[src/hw/rtl/crts_pkg.sv]
// Package for the clock rate table selector: codes, clock numbers, rate tables and bus types.
`default_nettype none
package crts_pkg;

	localparam int MDH_COUNT_DEF = 2;
	localparam int CORE_N = 9;
	localparam int MDH_N = 8;

	typedef enum logic [1:0] {
		CMD_GRANT_FREQ  = 2'd0,
		CMD_GRANT_RANGE = 2'd1,
		CMD_REPORT      = 2'd2,
		CMD_RESERVED    = 2'd3
	} cmd_t;

	typedef enum logic [1:0] {
		MODE_AT_LEAST = 2'd0,
		MODE_AT_MOST  = 2'd1,
		MODE_NEAREST  = 2'd2,
		MODE_UNSUPP   = 2'd3
	} mode_t;

	typedef enum logic [2:0] {
		ST_OK        = 3'd0,
		ST_UNKNOWN   = 3'd1,
		ST_NONE      = 3'd2,
		ST_NO_ABOVE  = 3'd3,
		ST_NO_BELOW  = 3'd4,
		ST_BAD_MODE  = 3'd5,
		ST_NOT_EXACT = 3'd6,
		ST_BAD_INDEX = 3'd7
	} status_t;

	localparam logic [6:0] CLK_CORE        = 7'd39;
	localparam logic [6:0] CLK_VSYNC       = 7'd43;
	localparam logic [6:0] CLK_PMDH        = 7'd115;
	localparam logic [6:0] CLK_PMDH_BRIDGE = 7'd116;
	localparam logic [6:0] CLK_MDP_BRIDGE  = 7'd42;
	localparam logic [6:0] CLK_AXI_MDP     = 7'd18;

	localparam logic [31:0] ALL_ONES  = 32'hFFFF_FFFF;
	localparam logic [31:0] VSYNC_KHZ = 32'd24576;

	// All four tables are sorted in ascending order; the pick logic relies on it.
	localparam logic [31:0] CORE_HZ [CORE_N] = '{
		32'd24576000, 32'd46080000, 32'd49152000, 32'd52663000, 32'd92160000,
		32'd122880000, 32'd147456000, 32'd153600000, 32'd192000000};

	localparam logic [31:0] CORE_KHZ [CORE_N] = '{
		32'd24576, 32'd46080, 32'd49152, 32'd52663, 32'd92160,
		32'd122880, 32'd147456, 32'd153600, 32'd192000};

	localparam logic [31:0] MDH_HZ [MDH_N] = '{
		32'd49150000, 32'd92160000, 32'd122880000, 32'd184320000,
		32'd245760000, 32'd368640000, 32'd384000000, 32'd445500000};

	localparam logic [31:0] MDH_KHZ [MDH_N] = '{
		32'd49150, 32'd92160, 32'd122880, 32'd184320,
		32'd245760, 32'd368640, 32'd384000, 32'd445500};

	typedef struct packed {
		cmd_t        command;
		logic [6:0]  clock_id;
		logic [31:0] freq_hz;
		mode_t       match_mode;
		logic [2:0]  mdh_slot;
		logic [31:0] min_khz;
		logic [31:0] max_khz;
	} req_t;

	typedef struct packed {
		logic [31:0] rate;
		status_t     status;
	} rsp_t;

	// Granted rates are kept as table indexes; a clear valid bit means not granted.
	typedef struct packed {
		logic       core_valid;
		logic [3:0] core_idx;
		logic       mdh0_valid;
		logic [2:0] mdh0_idx;
	} view_t;

	typedef struct packed {
		logic       core_we;
		logic [3:0] core_idx;
		logic       mdh_we;
		logic [2:0] mdh_slot;
		logic       mdh_valid;
		logic [2:0] mdh_idx;
	} upd_t;

endpackage
`default_nettype wire

[src/hw/rtl/crts_req_stage.sv]
// Input register stage of the clock rate table selector.
`default_nettype none
module crts_req_stage (
	input  wire logic          clk,
	input  wire logic          arst_n,
	input  wire logic          valid,
	output logic               ready,
	input  wire crts_pkg::req_t req,
	input  wire logic          advance,
	output logic               valid_s1,
	output crts_pkg::req_t     req_s1
);

	assign ready = !valid_s1 || advance;

	always_ff @(posedge clk or negedge arst_n) begin
		if (!arst_n) begin
			valid_s1 <= 1'b0;
		end else if (ready) begin
			valid_s1 <= valid;
		end
	end

	always_ff @(posedge clk) begin
		if (ready && valid) begin
			req_s1 <= req;
		end
	end

endmodule
`default_nettype wire

[src/hw/rtl/crts_grant_logic.sv]
// Combinational grant, range and report decode for one registered transaction.
`default_nettype none
module crts_grant_logic #(
	parameter int MDH_COUNT = crts_pkg::MDH_COUNT_DEF
) (
	input  wire crts_pkg::req_t  req,
	input  wire crts_pkg::view_t view,
	output crts_pkg::rsp_t       rsp,
	output crts_pkg::upd_t       upd
);

	localparam logic [3:0] SLOT_LIMIT = 4'(MDH_COUNT);

	logic [crts_pkg::CORE_N-1:0] core_eq;
	logic [3:0]                  core_hit_idx;
	logic [crts_pkg::MDH_N-1:0]  mdh_eq, mdh_gt, mdh_lt, in_range;
	logic [2:0]                  eq_idx, above_idx, below_idx, range_idx, pick_idx;
	logic [31:0]                 above_hz, below_hz;
	logic                        nearest_up;
	crts_pkg::status_t           pick_st;

	always_comb begin
		core_hit_idx = '0;
		for (int i = 0; i < crts_pkg::CORE_N; i++) begin
			core_eq[i] = (crts_pkg::CORE_HZ[i] == req.freq_hz);
			if (core_eq[i]) core_hit_idx = 4'(i);
		end
		eq_idx = '0;
		below_idx = '0;
		range_idx = '0;
		for (int i = 0; i < crts_pkg::MDH_N; i++) begin
			mdh_eq[i] = (crts_pkg::MDH_HZ[i] == req.freq_hz);
			mdh_gt[i] = (crts_pkg::MDH_HZ[i] > req.freq_hz);
			mdh_lt[i] = (crts_pkg::MDH_HZ[i] < req.freq_hz);
			in_range[i] = (crts_pkg::MDH_KHZ[i] >= req.min_khz) &&
			              (crts_pkg::MDH_KHZ[i] <= req.max_khz);
			if (mdh_eq[i]) eq_idx = 3'(i);
			if (mdh_lt[i]) below_idx = 3'(i);
			if (in_range[i]) range_idx = 3'(i);
		end
		// The lowest entry above the request is the first one set.
		above_idx = '0;
		for (int i = crts_pkg::MDH_N - 1; i >= 0; i--) begin
			if (mdh_gt[i]) above_idx = 3'(i);
		end
	end

	assign above_hz = crts_pkg::MDH_HZ[above_idx];
	assign below_hz = crts_pkg::MDH_HZ[below_idx];
	// Ties go to the higher rate.
	assign nearest_up = (req.freq_hz - below_hz) >= (above_hz - req.freq_hz);

	always_comb begin
		pick_idx = below_idx;
		pick_st = (|mdh_lt) ? crts_pkg::ST_OK : crts_pkg::ST_NO_BELOW;
		if (|mdh_eq) begin
			pick_idx = eq_idx;
			pick_st = crts_pkg::ST_OK;
		end else begin
			unique case (req.match_mode)
				crts_pkg::MODE_NEAREST: begin
					if ((|mdh_gt) && (!(|mdh_lt) || nearest_up)) begin
						pick_idx = above_idx;
						pick_st = crts_pkg::ST_OK;
					end
				end
				crts_pkg::MODE_AT_LEAST: begin
					// An all-ones request falls back to the next lower rate.
					if (req.freq_hz != crts_pkg::ALL_ONES) begin
						pick_idx = above_idx;
						pick_st = (|mdh_gt) ? crts_pkg::ST_OK : crts_pkg::ST_NO_ABOVE;
					end
				end
				crts_pkg::MODE_AT_MOST: begin
				end
				default: begin
					pick_st = crts_pkg::ST_BAD_MODE;
				end
			endcase
		end
	end

	always_comb begin
		rsp.rate = '0;
		rsp.status = crts_pkg::ST_OK;
		upd = '0;
		upd.mdh_slot = req.mdh_slot;
		unique case (req.command)
			crts_pkg::CMD_GRANT_FREQ: begin
				if (req.clock_id == crts_pkg::CLK_CORE) begin
					if (|core_eq) begin
						rsp.rate = req.freq_hz;
						upd.core_we = 1'b1;
						upd.core_idx = core_hit_idx;
					end else begin
						rsp.status = crts_pkg::ST_NOT_EXACT;
					end
				end else if (req.clock_id == crts_pkg::CLK_PMDH) begin
					rsp.status = pick_st;
					if (pick_st == crts_pkg::ST_OK) begin
						rsp.rate = crts_pkg::MDH_HZ[pick_idx];
						upd.mdh_we = 1'b1;
						upd.mdh_slot = '0;
						upd.mdh_valid = 1'b1;
						upd.mdh_idx = pick_idx;
					end
				end else begin
					rsp.status = crts_pkg::ST_UNKNOWN;
				end
			end
			crts_pkg::CMD_GRANT_RANGE: begin
				if ({1'b0, req.mdh_slot} >= SLOT_LIMIT) begin
					rsp.status = crts_pkg::ST_BAD_INDEX;
				end else begin
					// An empty range still stores zero, which clears the grant.
					upd.mdh_we = 1'b1;
					upd.mdh_valid = |in_range;
					upd.mdh_idx = range_idx;
					if (|in_range) rsp.rate = crts_pkg::MDH_KHZ[range_idx];
				end
			end
			crts_pkg::CMD_REPORT: begin
				if (req.clock_id == crts_pkg::CLK_CORE) begin
					if (view.core_valid) rsp.rate = crts_pkg::CORE_KHZ[view.core_idx];
					else rsp.status = crts_pkg::ST_NONE;
				end else if (req.clock_id == crts_pkg::CLK_VSYNC) begin
					rsp.rate = crts_pkg::VSYNC_KHZ;
				end else if (req.clock_id == crts_pkg::CLK_PMDH) begin
					if (view.mdh0_valid) rsp.rate = crts_pkg::MDH_KHZ[view.mdh0_idx];
					else rsp.status = crts_pkg::ST_NONE;
				end else if (req.clock_id == crts_pkg::CLK_PMDH_BRIDGE ||
				             req.clock_id == crts_pkg::CLK_MDP_BRIDGE ||
				             req.clock_id == crts_pkg::CLK_AXI_MDP) begin
					rsp.rate = '0;
				end else begin
					rsp.status = crts_pkg::ST_UNKNOWN;
				end
			end
			default: begin
				rsp.status = crts_pkg::ST_BAD_MODE;
			end
		endcase
	end

endmodule
`default_nettype wire

[src/hw/rtl/crts_rsp_stage.sv]
// Result register stage of the clock rate table selector.
`default_nettype none
module crts_rsp_stage (
	input  wire logic           clk,
	input  wire logic           arst_n,
	input  wire logic           valid_s1,
	input  wire crts_pkg::rsp_t rsp,
	output logic                advance,
	output logic                valid,
	input  wire logic           ready,
	output crts_pkg::rsp_t      rsp_s2
);

	assign advance = !valid || ready;

	always_ff @(posedge clk or negedge arst_n) begin
		if (!arst_n) begin
			valid <= 1'b0;
		end else if (advance) begin
			valid <= valid_s1;
		end
	end

	always_ff @(posedge clk) begin
		if (advance && valid_s1) begin
			rsp_s2 <= rsp;
		end
	end

endmodule
`default_nettype wire

[src/hw/rtl/clock_rate_table_selector.sv]
// Top level of the clock rate table selector: stages, grant state and ports.
//
// Request channel (req_valid/req_ready) carries one command per transaction:
// grant by frequency, grant an mdh slot by kHz range, or report a clock's kHz.
// Response channel (rsp_valid/rsp_ready) returns one rate and status for
// every request, in order.
// A transaction passes one input register, the table compare and decode
// logic, then the result register. Throughput is one transaction per cycle
// unless the receiver stalls; the rate tables are constants, so all entries
// are compared in parallel in the compare and decode logic.
// Grant state is written when a result enters the result register, so the
// next request sees it without any bubble.
// When the receiver stalls, the result register holds its transaction, the
// input register fills with one more, and req_ready then drops until
// rsp_ready returns.
// Reset clears both stage valids and marks every clock as not granted.
`default_nettype none
module clock_rate_table_selector #(
	parameter int MDH_COUNT = crts_pkg::MDH_COUNT_DEF
) (
	input  wire logic        clk,
	input  wire logic        arst_n,
	input  wire logic        req_valid,
	output logic             req_ready,
	input  wire logic [1:0]  command,
	input  wire logic [6:0]  clock_id,
	input  wire logic [31:0] freq_hz,
	input  wire logic [1:0]  match_mode,
	input  wire logic [2:0]  mdh_slot,
	input  wire logic [31:0] min_khz,
	input  wire logic [31:0] max_khz,
	output logic             rsp_valid,
	input  wire logic        rsp_ready,
	output logic [31:0]      rate,
	output logic [2:0]       status
);

	crts_pkg::req_t  req_in, req_s1;
	crts_pkg::rsp_t  rsp_c, rsp_s2;
	crts_pkg::view_t view;
	crts_pkg::upd_t  upd;
	logic            valid_s1, advance;

	logic       core_valid_q;
	logic [3:0] core_idx_q;
	logic       mdh_valid_q [MDH_COUNT];
	logic [2:0] mdh_idx_q [MDH_COUNT];

	assign req_in.command    = crts_pkg::cmd_t'(command);
	assign req_in.clock_id   = clock_id;
	assign req_in.freq_hz    = freq_hz;
	assign req_in.match_mode = crts_pkg::mode_t'(match_mode);
	assign req_in.mdh_slot   = mdh_slot;
	assign req_in.min_khz    = min_khz;
	assign req_in.max_khz    = max_khz;

	crts_req_stage u_req (
		.clk      (clk),
		.arst_n   (arst_n),
		.valid    (req_valid),
		.ready    (req_ready),
		.req      (req_in),
		.advance  (advance),
		.valid_s1 (valid_s1),
		.req_s1   (req_s1)
	);

	assign view.core_valid = core_valid_q;
	assign view.core_idx   = core_idx_q;
	assign view.mdh0_valid = mdh_valid_q[0];
	assign view.mdh0_idx   = mdh_idx_q[0];

	crts_grant_logic #(
		.MDH_COUNT (MDH_COUNT)
	) u_grant (
		.req  (req_s1),
		.view (view),
		.rsp  (rsp_c),
		.upd  (upd)
	);

	crts_rsp_stage u_rsp (
		.clk      (clk),
		.arst_n   (arst_n),
		.valid_s1 (valid_s1),
		.rsp      (rsp_c),
		.advance  (advance),
		.valid    (rsp_valid),
		.ready    (rsp_ready),
		.rsp_s2   (rsp_s2)
	);

	assign rate   = rsp_s2.rate;
	assign status = rsp_s2.status;

	// State moves together with the transaction into the result register.
	always_ff @(posedge clk or negedge arst_n) begin
		if (!arst_n) begin
			core_valid_q <= 1'b0;
			core_idx_q <= '0;
			for (int i = 0; i < MDH_COUNT; i++) begin
				mdh_valid_q[i] <= 1'b0;
				mdh_idx_q[i] <= '0;
			end
		end else if (advance && valid_s1) begin
			if (upd.core_we) begin
				core_valid_q <= 1'b1;
				core_idx_q <= upd.core_idx;
			end
			for (int i = 0; i < MDH_COUNT; i++) begin
				if (upd.mdh_we && upd.mdh_slot == 3'(i)) begin
					mdh_valid_q[i] <= upd.mdh_valid;
					mdh_idx_q[i] <= upd.mdh_idx;
				end
			end
		end
	end

endmodule
`default_nettype wire

[config.mk]
export PLATFORM = sky130hd
export DESIGN_NAME = clock_rate_table_selector
export DESIGN_NICKNAME = d
export VERILOG_FILES = /design/src/hw/rtl/crts_pkg.sv /design/src/hw/rtl/crts_req_stage.sv /design/src/hw/rtl/crts_grant_logic.sv /design/src/hw/rtl/crts_rsp_stage.sv /design/src/hw/rtl/clock_rate_table_selector.sv
export SDC_FILE = /design/constraint.sdc
export NUM_CORES = 1
export LEC_CHECK = 0
export BUFFER_PORTS_ARGS = -buffer_cell sky130_fd_sc_hd__buf_4
export CAP_MARGIN = 20
export CORE_AREA = 5 5 227 229
export DETAILED_ROUTE_END_ITERATION = 6
export DIE_AREA = 0 0 232 234
export PLACE_DENSITY = 0.48
export SKIP_LAST_GASP = 1
export SLEW_MARGIN = 10
export SYNTH_ARGS = -nofsm -noshare
export SYNTH_HDL_FRONTEND = slang
export SYNTH_SLANG_ARGS = --single-unit
[constraint.sdc]
create_clock -name clk -period 10 [get_ports clk]
set_clock_uncertainty 0.05 [all_clocks]
set_input_delay 1.5 -clock clk [delete_from_list [all_inputs] [get_ports clk]]
set_output_delay 1.5 -clock clk [all_outputs]
set_load 0.005 [all_outputs]
Word level (Yosys, flattened, before mapping). Memory sizes are Yosys's and may differ from the RTL's. Index checks and enable logic that the tools add are counted. Widths: inputs -> output; s select.

Reductions and logical operators: 31. Add/sub/neg operators: 2. Equality and inequality tests: 26. Bitwise gates (word level): 6. $lt $le $gt $ge: 40. Muxes and demuxes: 90.

Operator list (count): $mux 32 (20); $eq 28x32->1 const A (5); $eq 26x32->1 const A (4); $mux 3 (36); $mux 35 (3); $eq 29x32->1 const A (3); $ge 19x32->1 const A (3); $gt 29x32->1 const A (3); $le 19x32->1 const A (3); $lt 29x32->1 const A (3); $pmux 32 s3 (1); $eq 27x32->1 const A (2); $ge 17x32->1 const A (2); $ge 18x32->1 const A (2); $gt 27x32->1 const A (2); $gt 28x32->1 const A (2); $le 17x32->1 const A (2); $le 18x32->1 const A (2); $lt 27x32->1 const A (2); $lt 28x32->1 const A (2); $sub 32x32->32 (2); $eq 25x32->1 const A (1); $ge 16x32->1 const A (1); $ge 32x32->1 (1); 31 further kinds (88).

ROM bits: 1792. Output and inout bits: 37. Memories kept: 6. Logic and storage cells: 216. Input port bits: 114. Register bits: 156.

Memories: (name not given) (depth 16, bits a word 32, rd ports 1, clocked after memory_dff 0, write ports 0, line crts_grant_logic.sv:124) `if (view.core_valid) rsp.rate = crts_pkg::CORE_KHZ[view.core_idx];`; (name not given) (depth 8, bits a word 32, rd ports 1, clocked after memory_dff 0, write ports 0, line crts_grant_logic.sv:48) `assign above_hz = crts_pkg::MDH_HZ[above_idx];`; (name not given) (depth 8, bits a word 32, rd ports 1, clocked after memory_dff 0, write ports 0, line crts_grant_logic.sv:49) `assign below_hz = crts_pkg::MDH_HZ[below_idx];`; (name not given) (depth 8, bits a word 32, rd ports 1, clocked after memory_dff 0, write ports 0, line crts_grant_logic.sv:101) `rsp.rate = crts_pkg::MDH_HZ[pick_idx];`; (name not given) (depth 8, bits a word 32, rd ports 1, clocked after memory_dff 0, write ports 0, line crts_grant_logic.sv:119) `if (|in_range) rsp.rate = crts_pkg::MDH_KHZ[range_idx];`; (name not given) (depth 8, bits a word 32, rd ports 1, clocked after memory_dff 0, write ports 0, line crts_grant_logic.sv:129) `if (view.mdh0_valid) rsp.rate = crts_pkg::MDH_KHZ[view.mdh0_idx];`.

Depth between registers and ports, before layout.
Depth in word-level cells: 28. Gate-level depth with buffers: 41.

By module. A second synthesis with hierarchy kept.

Cells, all modules: 1299. Area total of the unflattened synthesis: 12137.9 um^2.

Modules (own cells, without submodules): crts_grant_logic (cells each 1125, area each 7315.8 um^2, instances 1); crts_req_stage (cells each 114, area each 3357.0 um^2, instances 1); crts_rsp_stage (cells each 39, area each 1104.8 um^2, instances 1); clock_rate_table_selector (cells each 21, area each 360.3 um^2, instances 1).

Least setup slack after synthesis. Ideal clock, no wire load.

Path type: register to register. Start point: reg u_req.req_s1[70] (netlist name). End point: reg u_rsp.rsp_s2[14] (netlist name). Arrival time: 7982 ps. Required time: 9674 ps. Setup time: 276 ps. Slack: 1692 ps. Stages on the path, launching flop included: 40. Path through: edfxtp_1 -> inv_1 -> ha_1 -> nor3b_1 -> o211ai_1 -> a2111oi_2 -> a21oi_1 -> or2_2 -> o221ai_1 -> inv_1 -> ha_1 -> nand3_1 -> buf_4 -> nand2_1 -> ha_1 -> and2_1 -> nor4b_1 -> inv_1 -> (+4 left out) -> o21ai_1 -> a31oi_1 -> xor2_1 -> ha_1 -> a21oi_1 -> o22ai_1 -> nor2_1 -> o221ai_1 -> o221a_2 -> a2111oi_0 -> nor3_1 -> mux2i_1 -> a21boi_1 -> inv_1 -> ha_1 -> nor2b_1 -> o21ai_1 -> a22oi_1.

==> flow_summary.yaml <==
sta:
  pin_slew_with_the_least_headroom_to_its_limit_ns: 0.9841
  final_hold_vios: 0
  slew_viol_final: 0
  max_clock_freq_ghz: 0.1059
  slew_headroom_pct: 33.70
  final.period_utilization_pct: 94.42
  layout_min_cycle_time_ns: 9.442
  setup_viol: 0
outcome:
  status: "finished, final reports clean"
route:
  overall_via_count_from_detail_route: 11020
  via_per_inst: 5.038
  first_drt_pass_iteration_count: 5
  number_of_drc_violations_after_detailed_routing_iteration_0: 931
  wl_per_cell_um: 19.92
  ant_nets: 0
  route.final.wire_length_um: 43590
  remaining_drc_errors: 0
placed_design:
  globalplace.congestion: 0.9270
  dp.final_hpwl_um: 35020
  dp.cells: 2142
  placement.io_buffers: 150
setup_path:
  crit_path_max_fanout: 12
  timing.critical_path.mode_cell: "sky130_fd_sc_hd__ha_1"
  timing.critical_path.slowest_stage_cell: "sky130_fd_sc_hd__a2111oi_1"
  critical_path_buf_inv_count: 4
  timing.critical_path.from_type: "flip-flop"
  worstRegToRegCells: 38
  r2r_end: "u_rsp.rsp_s2[14]"
  crit_path_end_kind: "flip-flop"
  crit-reg2reg-launch: "u_req.req_s1[87]"
  path_class: "flip-flop to flip-flop"
  r2r_setup_slack_ns: 0.56
  arrival_ns: 9.56
  critical_path.max_stage_delay_ns: 0.70
  timing.critical_path.required_ns: 10.12
  worst_path_dominant_cell_family: "compound AO/OA/AOI/OAI gates"
global_route:
  antenna_violations_before_repair: 0
  track_usage_pct: 15.82
  grt_pass1_vias: 11130
  grt_pass1_wl_um: 66500
  remaining_global_route_overflow: 0
  grt_start_max_net_pins: 69
die:
  design.core.area_mm2: 0.04945
  die_area_mm2: 0.05429
  initial_core_util_pct: 24.65
  fp.dieW_um: 232
  row_count: 82
  die_h_um: 234
  design.portCount: 151
logic_synthesis:
  ys_seq_elements: 156
  complex_gate_fraction_of_the_synthesized_area_pct: 19.98
  synth-xor-area-share_pct: 3.736
  syn-cell-area_mm2: 0.01219
  yosys_warnings: 0
  post_synth.cell_area_avg_um2: 9.270
  yosys.cell_types.count: 98
  postSynthCellCount: 1315
  synth_edf_count: 145
  synth_sequential_area_ratio_pct: 37.98
  post_synth_and_or_nand_nor_area_fraction_pct: 21.75
  synth_top_family_by_area: "simple AND/OR/NAND/NOR gates"
  synthFlopType: "sky130_fd_sc_hd__edfxtp_1"
  async_reset_ff_share_pct: 7.051
  synth.area.mux_share_pct: 0.8416
  synth-adder-area-share_pct: 11.85
worst_hold_path:
  hold_path_startpoint: "u_req.valid_s1"
  worstHoldPathType: "flip-flop to flip-flop"
  min_path_cells: 1
  timing.hold.worst_endpoint: "u_rsp.valid"
run:
  cap_violations: 0
clock_tree:
  clock-sinks: 156
  cts_inserted_buffers: 17
  hold_buffer_count_at_cts: 0
  clock_latency_on_the_worst_skew_pair_ns: 0.46
  tritoncts: "built"
  clk_path_buf_depth: 2
  htreeDepth: 4
  clockRootBuffer: "sky130_fd_sc_hd__clkbuf_16"
  clkTransAtPathRegs_ns: 0.08
pwr:
  pwr_density_cell_mw_per_mm2: 144.4
  fin_total_pwr_mw: 2.185
  cellLeakagePower_nw: 6.082
  power.ir.vdd_worst_mv: 0.1110
finish:
  final_nets: 1727
  share_of_post_route_cells_with_drive_strength_above_1_pct: 19.00
  most-common-layout-cells: "211 x sky130_fd_sc_hd__buf_4, 145 x sky130_fd_sc_hd__edfxtp_1, 122 x sky130_fd_sc_hd__nand2_1, 109 x sky130_fd_sc_hd__nor2_1, 109 x sky130_fd_sc_hd__ha_1"
  area.growth.synth_to_final_pct: 24.10
  instances_no_fill: 2188
  antenna_diodes: 0
  mostFrequentLayoutCell: "sky130_fd_sc_hd__buf_4"
-- what timing repair did --
action	4_1_cts	5_1_grt
buffers inserted	0	14
setup endpoints to repair	0	20
gates resized for setup	0	10
-- cells by family after synthesis --
group,count (synthesis)
buf+inv,113
other cells,1
flops,156
xor+xnor,52
fa+ha+maj,116
simple gates,510
mux,10
compound gates,357
-- worst max path at each step --
stage	startpoint	endpoint	slack (ns)	cells after the start
final	u_req.req_s1[87]	u_rsp.rsp_s2[14]	0.56	38
after global routing	u_req.req_s1[70]	u_rsp.rsp_s2[20]	-0.03	41
after CTS	u_req.req_s1[74]	u_rsp.rsp_s2[20]	0.30	37
after detailed placement	u_req.req_s1[74]	u_rsp.rsp_s2[20]	0.36	37
after global placement	u_req.req_s1[74]	u_rsp.rsp_s2[20]	0.34	37
after floorplan	u_req.req_s1[70]	u_rsp.rsp_s2[14]	1.69	39
-- power by group --
part	internal, mW	switching [mW]	total, mW
Clock	0.388	0.329	0.717
Sequential	0.762	0.0408	0.803
Combinational	0.285	0.380	0.665
-- flip-flops by register name (all words and copies together) (netlist names) --
signal / count
mdh_valid_q: 1
u_rsp.rsp_s2: 35
core_valid_q: 1
core_idx_q: 4
mdh_idx_q: 3
u_req.req_s1: 110
u_rsp.valid: 1
u_req.valid_s1: 1
-- routing by layer --
metal  vias up  share of wire [%]  routed length (um)  global-route usage, %
met5         -                  0                   0                      0
met4         0                2.5                1098                  4.801
met3        60                6.7                2909                  3.850
met2       338                 47               20350                  26.10
met1      5282                 44               19240                  20.64
li1       5344                  -                   -                      -
-- area by class of cell --
| type | count | area, um^2 |
|---|---|---|
| inverters | 68 | 255.2 |
| clock buffers | 17 | 425.4 |
| repair buffers | 212 | 1604 |
| multi-input cells | 1048 | 7146 |
| well taps | 672 | 840.8 |
| fillers | 5226 | 34320 |
| clock inverters | 15 | 227.7 |
| flip-flops and latches | 156 | 4629 |
-- synth_stat cells (all sizes together), types with 7 or more instances --
library cell	n	area share (%)
and3	16	0.82
a211oi	12	0.82
a21boi	13	0.80
o211ai	10	0.62
nor2b	23	1.2
or2	8	0.41
a31oi	14	0.89
a21o	26	1.6
or4	8	0.52
edfxtp	145	36
o21bai	8	0.49
clkbuf	29	0.89
buf	16	0.84
inv	68	2.1
nor2	110	3.4
xor2	19	1.4
xnor2	33	2.4
a21oi	91	3.8
o21a	7	0.43
dfrtp	11	2.3
nand3	34	1.4
or3	17	0.87
nand4	33	1.7
and2	20	1.0
o22ai	11	0.56
o21ai	79	3.3
nand2	123	3.9
nor3	31	1.3
mux2i	8	0.66
nand2b	30	1.5
o31ai	7	0.47
nor4	31	1.7
ha	109	11
-- through the flow --
stage                     hold WS (ns)  TNS [ns]  setup WS, ns  util, %  area [um^2]
after global placement          0.4134         0        0.3410    28.95        14320
after global routing            0.4674  -0.02629      -0.02629    30.59        15130
after floorplan                 0.3990         0         1.692        -        12200
final                           0.4293         0        0.5582    30.59        15130
after detailed placement        0.4308         0        0.3562    28.95        14320
after CTS                       0.4298         0        0.2986    30.27        14970
No activity file was read; power rests on OpenSTA's default activity.
